### src/sv/pqx_pkg.sv
`timescale 1ns / 1ps
// ----------------------------------------------------------------------------
// pqx_pkg
// shared types and codes for the primitive to quad expander
// ----------------------------------------------------------------------------
package pqx_pkg;

   localparam int CoordW = 24;
   localparam int ColorW = 8;
   localparam int EdgeW  = 16;

   localparam logic [EdgeW-1:0] EDGE_RESET = 16'd256;

   // primitive type codes on the request
   localparam logic [2:0] FUNC_POINT    = 3'd0;
   localparam logic [2:0] FUNC_LINE     = 3'd1;
   localparam logic [2:0] FUNC_SPRITE   = 3'd2;
   localparam logic [2:0] FUNC_TRIANGLE = 3'd3;
   localparam logic [2:0] FUNC_QUAD     = 3'd4;

   localparam logic [2:0] TRIANGLE_VERTS = 3'd3;
   localparam logic [2:0] QUAD_VERTS     = 3'd6;

   // how a queued frame is expanded
   localparam logic [1:0] KIND_PASS   = 2'd0;
   localparam logic [1:0] KIND_POINT  = 2'd1;
   localparam logic [1:0] KIND_LINE   = 2'd2;
   localparam logic [1:0] KIND_SPRITE = 2'd3;

   localparam logic [2:0] LAST_CORNER = 3'd5;

   typedef struct packed {
      logic signed [CoordW-1:0] x;
      logic signed [CoordW-1:0] y;
      logic signed [CoordW-1:0] z;
      logic [ColorW-1:0]        r;
      logic [ColorW-1:0]        g;
      logic [ColorW-1:0]        b;
      logic [ColorW-1:0]        a;
      logic signed [CoordW-1:0] u;
      logic signed [CoordW-1:0] v;
   } vertex_type;

   typedef struct packed {
      logic [1:0] kind;
      vertex_type va;
      vertex_type vb;
      logic       horiz;
      logic       last;
   } frame_type;

endpackage

### src/sv/pqx_collect.sv
`timescale 1ns / 1ps
// ----------------------------------------------------------------------------
// pqx_collect
// primitive tracking: held first vertex, vertex count, frame build
// ----------------------------------------------------------------------------
module pqx_collect (
   input  logic               clock,
   input  logic               reset,
   input  logic               take,
   input  logic [2:0]         func,
   input  pqx_pkg::vertex_type cur,
   output pqx_pkg::frame_type  frame_in,
   output logic               frame_load
);
   import pqx_pkg::*;

   vertex_type held_ff;
   logic [2:0] count_ff, count_in;
   logic [2:0] type_ff;
   logic [2:0] eff_count;
   logic       hold_now;
   logic signed [CoordW:0] dx, dy;
   logic [CoordW:0] adx, ady;

   assign eff_count = (count_ff != 3'd0 && func != type_ff) ? 3'd0 : count_ff;

   // major axis of the line, held vertex to current
   assign dx  = {cur.x[CoordW-1], cur.x} - {held_ff.x[CoordW-1], held_ff.x};
   assign dy  = {cur.y[CoordW-1], cur.y} - {held_ff.y[CoordW-1], held_ff.y};
   assign adx = dx[CoordW] ? -dx : dx;
   assign ady = dy[CoordW] ? -dy : dy;

   always_comb begin
      frame_in       = '0;
      frame_in.va    = cur;
      frame_in.vb    = cur;
      frame_in.horiz = adx > ady;
      frame_load     = 1'b0;
      hold_now       = 1'b0;
      count_in       = 3'd0;
      case (func)
         FUNC_TRIANGLE, FUNC_QUAD: begin
            frame_in.kind = KIND_PASS;
            frame_in.last = (3'(eff_count + 3'd1) >=
                             ((func == FUNC_TRIANGLE) ? TRIANGLE_VERTS : QUAD_VERTS));
            frame_load    = 1'b1;
            count_in      = frame_in.last ? 3'd0 : 3'(eff_count + 3'd1);
         end
         FUNC_POINT: begin
            frame_in.kind = KIND_POINT;
            frame_load    = 1'b1;
         end
         FUNC_LINE, FUNC_SPRITE: begin
            frame_in.kind = (func == FUNC_LINE) ? KIND_LINE : KIND_SPRITE;
            frame_in.va   = held_ff;
            if (eff_count == 3'd0) begin
               hold_now = 1'b1;
               count_in = 3'd1;
            end else begin
               frame_load = 1'b1;
            end
         end
         default: begin
            // invalid type, partial primitive dropped
            count_in = 3'd0;
         end
      endcase
      frame_load = frame_load & take;
   end

   always_ff @(posedge clock) begin
      if (reset) begin
         count_ff <= 3'd0;
         type_ff  <= FUNC_POINT;
      end else if (take) begin
         count_ff <= count_in;
         if (func <= FUNC_QUAD) begin
            type_ff <= func;
         end
      end
   end

   always_ff @(posedge clock) begin
      if (take && hold_now) begin
         held_ff <= cur;
      end
   end

endmodule

### src/sv/pqx_emit.sv
`timescale 1ns / 1ps
// ----------------------------------------------------------------------------
// pqx_emit
// frame register, corner sequencer and response register
// ----------------------------------------------------------------------------
module pqx_emit (
   input  logic               clock,
   input  logic               reset,
   input  logic               csr_valid,
   input  logic [pqx_pkg::EdgeW-1:0] csr_edge_thickness,
   input  logic               frame_load,
   input  pqx_pkg::frame_type  frame_in,
   input  logic               rsp_stall,
   output logic               frame_free,
   output logic               rsp_valid,
   output pqx_pkg::vertex_type rsp_vertex,
   output logic               rsp_eop
);
   import pqx_pkg::*;

   typedef struct packed {
      logic sel_b;
      logic b_xu;
      logic b_yv;
      logic add_x;
      logic add_y;
   } corner_type;

   logic [EdgeW-1:0] edge_ff;
   frame_type        frame_ff;
   logic             frame_valid_ff;
   logic [2:0]       idx_ff;
   vertex_type       out_ff, out_in;
   logic             out_valid_ff;
   logic             eop_ff, eop_in;
   logic             out_load, emit_now, frame_last;
   corner_type       ctl;

   function automatic logic signed [CoordW-1:0] add_sat(
      input logic signed [CoordW-1:0] c,
      input logic [EdgeW-1:0]         w
   );
      logic signed [CoordW:0] s;
      s = {c[CoordW-1], c} + {{(CoordW+1-EdgeW){1'b0}}, w};
      if (s[CoordW:CoordW-1] == 2'b01) begin
         add_sat = {1'b0, {(CoordW-1){1'b1}}};
      end else if (s[CoordW:CoordW-1] == 2'b10) begin
         add_sat = {1'b1, {(CoordW-1){1'b0}}};
      end else begin
         add_sat = s[CoordW-1:0];
      end
   endfunction

   function automatic corner_type corner_ctl(
      input logic [1:0] kind,
      input logic [2:0] idx,
      input logic       horiz
   );
      logic grp_a, grp_b;
      corner_type c;
      grp_a = (idx == 3'd1) || (idx == 3'd4) || (idx == 3'd5);
      grp_b = (idx == 3'd2) || (idx == 3'd3) || (idx == 3'd5);
      c = '0;
      case (kind)
         KIND_POINT: begin
            c.add_x = grp_b;
            c.add_y = grp_a;
         end
         KIND_LINE: begin
            c.sel_b = grp_b;
            c.add_x = grp_a & ~horiz;
            c.add_y = grp_a & horiz;
         end
         KIND_SPRITE: begin
            c.b_xu = grp_a;
            c.b_yv = grp_b;
         end
         default: begin
            c = '0;
         end
      endcase
      return c;
   endfunction

   assign out_load   = !out_valid_ff || !rsp_stall;
   assign emit_now   = frame_valid_ff && out_load;
   assign frame_last = (frame_ff.kind == KIND_PASS) || (idx_ff == LAST_CORNER);
   assign frame_free = !frame_valid_ff || (emit_now && frame_last);
   assign ctl        = corner_ctl(frame_ff.kind, idx_ff, frame_ff.horiz);

   always_comb begin
      out_in = ctl.sel_b ? frame_ff.vb : frame_ff.va;
      if (ctl.b_xu) begin
         out_in.x = frame_ff.vb.x;
         out_in.u = frame_ff.vb.u;
      end
      if (ctl.b_yv) begin
         out_in.y = frame_ff.vb.y;
         out_in.v = frame_ff.vb.v;
      end
      if (ctl.add_x) begin
         out_in.x = add_sat(out_in.x, edge_ff);
      end
      if (ctl.add_y) begin
         out_in.y = add_sat(out_in.y, edge_ff);
      end
      eop_in = (frame_ff.kind == KIND_PASS) ? frame_ff.last : (idx_ff == LAST_CORNER);
   end

   always_ff @(posedge clock) begin
      if (reset) begin
         edge_ff        <= EDGE_RESET;
         frame_valid_ff <= 1'b0;
         idx_ff         <= 3'd0;
         out_valid_ff   <= 1'b0;
      end else begin
         if (csr_valid) begin
            edge_ff <= csr_edge_thickness;
         end
         if (frame_load) begin
            frame_valid_ff <= 1'b1;
            idx_ff         <= 3'd0;
         end else if (emit_now && frame_last) begin
            frame_valid_ff <= 1'b0;
         end else if (emit_now) begin
            idx_ff <= 3'(idx_ff + 3'd1);
         end
         if (out_load) begin
            out_valid_ff <= frame_valid_ff;
         end
      end
   end

   always_ff @(posedge clock) begin
      if (frame_load) begin
         frame_ff <= frame_in;
      end
      if (emit_now) begin
         out_ff <= out_in;
         eop_ff <= eop_in;
      end
   end

   assign rsp_valid  = out_valid_ff;
   assign rsp_vertex = out_ff;
   assign rsp_eop    = eop_ff;

endmodule

### src/sv/primitive_to_quad_expander.sv
`timescale 1ns / 1ps
// ----------------------------------------------------------------------------
// primitive_to_quad_expander
// expands points, lines and sprites into two-triangle, six-vertex primitives
// ----------------------------------------------------------------------------
// One request is one vertex tagged with a primitive type. Triangle and quad
// vertices pass one for one, one vertex per cycle unless the response stalls.
// A point, or the second vertex of a line or sprite, queues a frame that the
// response register drains as six vertices, one per cycle unless stalled, and
// the request side stalls meanwhile; the response register is the single
// output port and sets that rate. The first vertex of a line or sprite and a
// request of invalid type are taken and give no response. A response passes
// the frame register, then the response register. The next request is taken
// in the same cycle that the last vertex of the current frame moves
// to the response register. edge_thickness is written through the csr port
// (always ready) and should only change while no request is in flight.
module primitive_to_quad_expander (
   input  logic                     clock,
   input  logic                     reset,
   // configuration
   input  logic                     csr_valid,
   output logic                     csr_ready,
   input  logic [15:0]              csr_edge_thickness,
   // request channel
   input  logic                     req_valid,
   output logic                     req_stall,
   input  logic [2:0]               req_func,
   input  logic signed [23:0]       req_pos_x,
   input  logic signed [23:0]       req_pos_y,
   input  logic signed [23:0]       req_pos_z,
   input  logic [7:0]               req_red,
   input  logic [7:0]               req_green,
   input  logic [7:0]               req_blue,
   input  logic [7:0]               req_alpha,
   input  logic signed [23:0]       req_tex_u,
   input  logic signed [23:0]       req_tex_v,
   // response channel
   output logic                     rsp_valid,
   input  logic                     rsp_stall,
   output logic signed [23:0]       rsp_out_x,
   output logic signed [23:0]       rsp_out_y,
   output logic signed [23:0]       rsp_out_z,
   output logic [7:0]               rsp_out_red,
   output logic [7:0]               rsp_out_green,
   output logic [7:0]               rsp_out_blue,
   output logic [7:0]               rsp_out_alpha,
   output logic signed [23:0]       rsp_out_u,
   output logic signed [23:0]       rsp_out_v,
   output logic                     rsp_end_of_primitive
);
   import pqx_pkg::*;

   vertex_type cur;
   vertex_type rsp_vertex;
   frame_type  frame_in;
   logic       frame_load;
   logic       frame_free;
   logic       take;

   // pack the request vertex
   always_comb begin
      cur.x = req_pos_x;
      cur.y = req_pos_y;
      cur.z = req_pos_z;
      cur.r = req_red;
      cur.g = req_green;
      cur.b = req_blue;
      cur.a = req_alpha;
      cur.u = req_tex_u;
      cur.v = req_tex_v;
   end

   // a request is taken whenever the frame register is free or its last vertex moves on
   assign req_stall = !frame_free;
   assign take      = req_valid && frame_free;
   assign csr_ready = 1'b1;

   // primitive tracking and frame build
   pqx_collect u_collect (
      .clock      (clock),
      .reset      (reset),
      .take       (take),
      .func       (req_func),
      .cur        (cur),
      .frame_in   (frame_in),
      .frame_load (frame_load)
   );

   // corner sequencer and response register
   pqx_emit u_emit (
      .clock              (clock),
      .reset              (reset),
      .csr_valid          (csr_valid),
      .csr_edge_thickness (csr_edge_thickness),
      .frame_load         (frame_load),
      .frame_in           (frame_in),
      .rsp_stall          (rsp_stall),
      .frame_free         (frame_free),
      .rsp_valid          (rsp_valid),
      .rsp_vertex         (rsp_vertex),
      .rsp_eop            (rsp_end_of_primitive)
   );

   // unpack the response vertex
   assign rsp_out_x     = rsp_vertex.x;
   assign rsp_out_y     = rsp_vertex.y;
   assign rsp_out_z     = rsp_vertex.z;
   assign rsp_out_red   = rsp_vertex.r;
   assign rsp_out_green = rsp_vertex.g;
   assign rsp_out_blue  = rsp_vertex.b;
   assign rsp_out_alpha = rsp_vertex.a;
   assign rsp_out_u     = rsp_vertex.u;
   assign rsp_out_v     = rsp_vertex.v;

endmodule

### config.mk
export PLATFORM = sky130hd
export DESIGN_NAME = primitive_to_quad_expander
export DESIGN_NICKNAME = d
export VERILOG_FILES = /design/src/sv/pqx_pkg.sv /design/src/sv/pqx_collect.sv /design/src/sv/pqx_emit.sv /design/src/sv/primitive_to_quad_expander.sv
export SDC_FILE = /design/constraint.sdc
export NUM_CORES = 1
export LEC_CHECK = 0
export BUFFER_PORTS_ARGS = -buffer_cell sky130_fd_sc_hd__buf_4
export CORE_ASPECT_RATIO = 1.25
export CORE_MARGIN = 2
export CORE_UTILIZATION = 53
export CTS_CLUSTER_SIZE = 25
export DETAILED_ROUTE_END_ITERATION = 16
export PLACE_DENSITY = 0.88
export SLEW_MARGIN = 20
export SYNTH_ARGS = -nofsm -noshare
export SYNTH_HDL_FRONTEND = slang
export SYNTH_SLANG_ARGS = --single-unit
### constraint.sdc
create_clock -name clock -period 9.9 [get_ports clock]
set_input_delay 1.98 -clock clock [delete_from_list [all_inputs] [get_ports clock]]
set_output_delay 1.98 -clock clock [all_outputs]
set_load 0.005 [all_outputs]
Word level (Yosys, flattened, before mapping)

Cells that the tools add are included.

Output and inout bits: 156
Logic and storage cells: 137
Input port bits: 176
Flip-flop bits (word level): 640

Equal/unequal tests: 17
Bitwise gates (word level): 5
Mux-type cells: 31
Add/subtract/negate cells: 8
Order comparisons: 3
Reductions and logical operators: 27

Operators with widths:

| kind                | count |
|---|---|
| $mux 152            | 2 |
| $mux 24             | 10 |
| $add 24x17->25      | 2 |
| $mux 25             | 2 |
| $neg 25->25         | 2 |
| $sub 24x24->25      | 2 |
| $gt 25x25->1        | 1 |
| $eq 3x2->1 const B  | 4 |
| $eq 3x3->1 const B  | 3 |
| $mux 1              | 9 |
| $mux 3              | 3 |
| $eq 2x2->1 const B  | 4 |
| $pmux 2 s2          | 2 |
| $logic_or 1x1->1    | 7 |
| $add 3x1->3 const B | 2 |
| $eq 2x1->1 const B  | 3 |
| $eq 3x1->1 const B  | 2 |
| $logic_not 3->1     | 2 |
| $pmux 3 s2          | 1 |
| $reduce_or 2->1     | 3 |
| $logic_and 1x1->1   | 5 |
| $logic_not 1->1     | 4 |
| $reduce_and 2->1    | 2 |
| $and 1x1->1         | 3 |
| other kinds (10)    | 11 |

Depth between registers and ports, before layout

Depth after elaboration: 11
Mapped depth: 23
Mapped depth without buffers: 22

Modules after synthesis

From an unflattened synthesis, not the netlist that was laid out.

Cells, all modules: 2604
Area, all modules: 32447.4 um^2

Modules (own cells, without submodules):

| module                     | cells each | area each (um^2) | times used | seq. area each (um^2) |
|---|---|---|---|---|
| pqx_emit                   | 1353       | 19494.9          | 1          | 14263.7 |
| pqx_collect                | 1247       | 12931.2          | 1          | 4684.5 |
| primitive_to_quad_expander | 4          | 21.3             | 1          | 0.0 |

Worst setup path after synthesis

Ideal clock, no wire load.

Path type: input -> register
Start point: input port rsp_stall
End point: register u_emit.idx_ff[0]
Slack: -0.706 ns
Path buffers: 0
Stages on the path: 5
Library setup time: 0.125 ns
Required time: 9.775 ns
Arrival time: 10.481 ns
Cell sequence: and2_1 -> nor2b_1 -> nand2_1 -> xnor2_1 -> nor2_1

Cells in the longest elaborated chain, start to end: 8
Elaborated cells between the ends (all ways): 10
Those cells by class: 2 x bitwise; 8 x reduce/logical

RTL lines:

| element                   | line                             | RTL |
|---|---|---|
| from (decl)               | primitive_to_quad_expander.sv:39 | `input logic rsp_stall,` |
| $logic_not 1->1 (*)       | pqx_emit.sv:85                   | `assign out_load = !out_valid_ff \|\| !rsp_stall;` |
| $logic_or 1x1->1 (*)      | pqx_emit.sv:85                   |  |
| $logic_and 1x1->1 (*)     | pqx_emit.sv:86                   | `assign emit_now = frame_valid_ff && out_load;` |
| via u_emit.emit_now       | pqx_emit.sv:36                   | `logic out_load, emit_now, frame_last;` |
| $logic_and 1x1->1         | pqx_emit.sv:88, pqx_emit.sv:123  |  |
| $logic_or 1x1->1          | pqx_emit.sv:88                   | `assign frame_free = !frame_valid_ff \|\| (emit_now && frame_last);` |
| $logic_and 1x1->1         | primitive_to_quad_expander.sv:75 | `assign take = req_valid && frame_free;` |
| $and 1x1->1               | pqx_collect.sv:68                | `frame_load = frame_load & take;` |
| $reduce_or 2->1 (no line) | n/a                              |  |
| to (signal assigned)      | pqx_emit.sv:126                  | `idx_ff <= 3'(idx_ff + 3'd1);` |
| to (decl)                 | pqx_emit.sv:32                   | `logic [2:0] idx_ff;` |

Mark *: on every way through the listed nets, which the timed path passes. The rest lies on a longest branch.
A chain may end at the register's enable or synchronous reset.

==> flow_metrics.py <==
metrics = {
    "placed_design": {
        "dpl_cell_area_sq_mm": 0.0336,
        "dp_hpwl_um": 50400,
        "port_buffers": 330,
        "dp.cells": 3168,
        "gp_congestion": 0.920,
        "dp_slack_ns": 3.09,
    },
    "worst_setup_path": {
        "critPathMaxStageDelay_ns": 0.82,
        "arrival_ns": 6.62,
        "startpoint_type": "flip-flop",
        "r2r_start": "u_emit.idx_ff[1]$_SDFFE_PP0P_",
        "reg2reg_slack_ns": 3.61,
        "cp.required_ns": 10.23,
        "critPathSlowestCell": "o22ai_4",
        "crit_path_cell_trace": "inv_1, ha_1, mux2_2, o22ai_4, buf_4, mux2_2, ha_1, fa_1, a21o_1, a21oi_1, o21bai_1, a31oi_1, o31a_1, a21oi_1, nor3_2, a211o_1, o2111ai_1",
        "reg2reg_depth": 17,
        "critical_path_buf_inv_count": 2,
        "cpLargestDelayFamily": "compound AO/OA/AOI/OAI gates",
        "r2r-end": "u_emit.rsp_vertex[122]$_DFFE_PP_",
        "worstPathMaxFanout": 27,
        "worstSetupPathType": "flip-flop to flip-flop",
        "cp-end-kind": "flip-flop",
    },
    "clock_tree": {
        "post_cts_resized": 0,
        "cts.path.max_buffers": 3,
        "cts.clk_slew.worst_paths_ns": 0.07,
        "numCtsBuffers": 61,
        "cts_max_level": 2,
        "clk_latency_ns": 0.63,
        "cts.sinks": 640,
        "root_buffer": "clkbuf_16",
        "cts_tree": "yes",
        "cts-hold-fix-buffers": 0,
        "post-cts-setup-buffers": 0,
    },
    "timing": {
        "period_share_pct": 63.5,
        "rsz0062_at_grt": "false",
        "slew_headroom_pct": 27.3,
        "fmax_mhz": 159,
        "fin_hold_ws_ns": 0.510,
        "report.final.slew_viol_count": 0,
        "setup_viol": 0,
        "skew_ns": 0.0196,
        "period_needed_ns": 6.29,
        "timing.setup.tns_ns": 0,
        "hold_viol_final": 0,
        "worst_slack_ns": 3.61,
        "tightest_slew_ns": 1.09,
    },
    "floorplanning": {
        "pin_count": 332,
        "core_sq_mm": 0.0562,
        "row_count": 97,
        "dieArea_sq_mm": 0.0590,
        "die_w_um": 218,
        "fp.dieH_um": 271,
        "initial_core_util_pct": 53.9,
    },
    "global_routing": {
        "antenna_found_initial": 4,
        "grt_use_total_pct": 24.5,
        "grt_pass1_wl_um": 112000,
        "grt-ovfl-total": 0,
        "grt_max_degree": 161,
        "grt_pass1_vias": 19900,
    },
    "drt": {
        "vias_per_cell": 5.94,
        "drt-initial-drc-count": 1348,
        "routedWlPerCell_um": 22.5,
        "vias": 19500,
        "dr.pass1.iters": 6,
        "ant_nets": 0,
        "routed_wl_um": 73800,
        "route.detailed.drc": 0,
    },
    "layout": {
        "multi_input_area_sq_mm": 0.0108,
        "layout_commonest_cell": "edfxtp_1",
        "fin_nets": 2790,
        "area_delta_synth_final_pct": 17.8,
        "seq_area_sq_mm": 0.0189,
        "design_area_sq_mm": 0.0356,
        "n_fill_cell": 3974,
        "fin_util_pct": 63.4,
        "drive_gt1_share_pct": 29.9,
        "final_cell_mix": "613 x edfxtp_1, 341 x buf_4, 291 x mux2_2",
        "layout.cells.non_filler": 3285,
    },
    "synth": {
        "synth_area_leaders": "edfxtp_1 61%, mux2_2 11%, ha_1 5.0%",
        "syn_inst": 2151,
        "synth_edf_count": 613,
        "synth_seq_cells": 640,
        "yosysSeqAreaShare_pct": 62.6,
        "synth_area_per_cell_sq_um": 14.1,
        "yosysWarnings": 0,
        "ys_types": 83,
        "ys.flop_type": "edfxtp_1",
        "synth_nets": 2451,
        "synth_top_area_share_pct": 60.8,
        "synth_area_leader_cell": "edfxtp_1",
        "async_flop_share_pct": 0,
        "synth_area_sq_mm": 0.0303,
    },
    "power_and_ir_drop": {
        "ir_drop_uv": 206,
        "power.density_mw_per_mm2": 179,
        "power_mw": 6.37,
        "leakage_nw": 13.3,
    },
    "hold_path": {
        "hold_path.startpoint": "u_collect.type_ff[1]$_SDFFE_PP0P_",
        "hold_depth": 2,
        "whs_endpoint": "u_collect.type_ff[1]$_SDFFE_PP0P_",
        "hp-class": "flip-flop to flip-flop",
    },
    "flow_run": {
        "cap_violations": 0,
    },
    "status": {
        "status": "finished, final reports clean",
    },
}
how the worst max path moves through the flow:
| stage | start | end | depth (start not counted) |
|---|---|---|---|
| after floorplan | req_func[2] | u_emit.frame_ff[0]$_SDFFCE_PN0P_ | 9 |
| after global placement | req_pos_x[0] | u_emit.frame_ff[1]$_DFFE_PP_ | 23 |
| after detailed placement | req_pos_x[0] | u_emit.frame_ff[1]$_DFFE_PP_ | 24 |
| after CTS | u_emit.idx_ff[1]$_SDFFE_PP0P_ | u_emit.rsp_vertex[122]$_DFFE_PP_ | 17 |
| after global routing | u_emit.idx_ff[1]$_SDFFE_PP0P_ | u_emit.rsp_vertex[122]$_DFFE_PP_ | 17 |
| final | u_emit.idx_ff[1]$_SDFFE_PP0P_ | u_emit.rsp_vertex[122]$_DFFE_PP_ | 17 |
tightest hold or removal path, delay by kind of cell, from the launching register on:
| kind | cells | cell delay [ns] |
|---|---|---|
| compound gates | 2 | 0.14 |
| flops | 1 | 0.33 |
power breakdown:
| part | internal, mW | total (mW) | switching [mW] | leakage [nW] |
|---|---|---|---|---|
| combinational | 0.385 | 0.882 | 0.497 | 6.46 |
| sequential | 3.11 | 3.16 | 0.0435 | 5.86 |
| clock | 1.31 | 2.33 | 1.02 | 0.971 |
| total | 4.81 | 6.37 | 1.56 | 13.3 |
synthesized netlist by cell type (12+ instances only):
master	n
dfxtp_1	27
nand2_1	87
nand3_1	23
ha_1	120
o21a_1	24
nor3_1	44
a31oi_1	21
nor2_1	141
a21o_1	35
mux2i_1	39
a21oi_1	115
o21bai_1	12
and3_1	18
o31ai_1	12
clkbuf_1	57
and2_1	16
inv_1	84
mux2_2	291
o21ai_0	60
xnor2_1	71
edfxtp_1	613
xor2_1	36
nand4_1	12
cell families after synthesis:
group / Yosys count / synth area share, %
XOR/XNOR: 107 / 3.10
flip-flops: 640 / 62.6
AND/OR/NAND/NOR: 401 / 6.33
buffers and inverters: 153 / 1.95
AO/OA/AOI/OAI: 395 / 8.67
multiplexers: 330 / 12.1
other: 1 / 0.0124
adder cells (fa/ha/maj): 124 / 5.23
final cells by class:
| type | count | area share, % |
|---|---|---|
| Inverter | 84 | 0.906 |
| Clock buffer | 73 | 4.47 |
| Multi-Input combinational cell | 1358 | 30.3 |
| Clock inverter | 40 | 1.17 |
| Sequential cell | 640 | 53.2 |
| Timing Repair Buffer | 345 | 7.40 |
| Antenna cell | 3 | 0.0211 |
| Tap cell | 742 | 2.60 |
flip-flops by register name (all words and copies together), names as in the netlist:
name,flops
u_emit.frame_valid_ff,1
u_emit.rsp_vertex,152
u_collect.count_ff,3
u_collect.held_ff,152
u_emit.frame_ff,308
u_emit.rsp_eop,1
u_emit.edge_ff,16
u_collect.type_ff,3
u_emit.idx_ff,3
u_emit.rsp_valid,1
per-layer routing:
metal  vias up  wire [um]  track usage, %
li1       8941          -               -
met1      9674      27600            28.4
met2       707      38400            44.4
met3       182       4600            4.32
met4         2       3240            10.7
met5         -         11               0
Note: power is estimated with default switching activity, not from simulation.
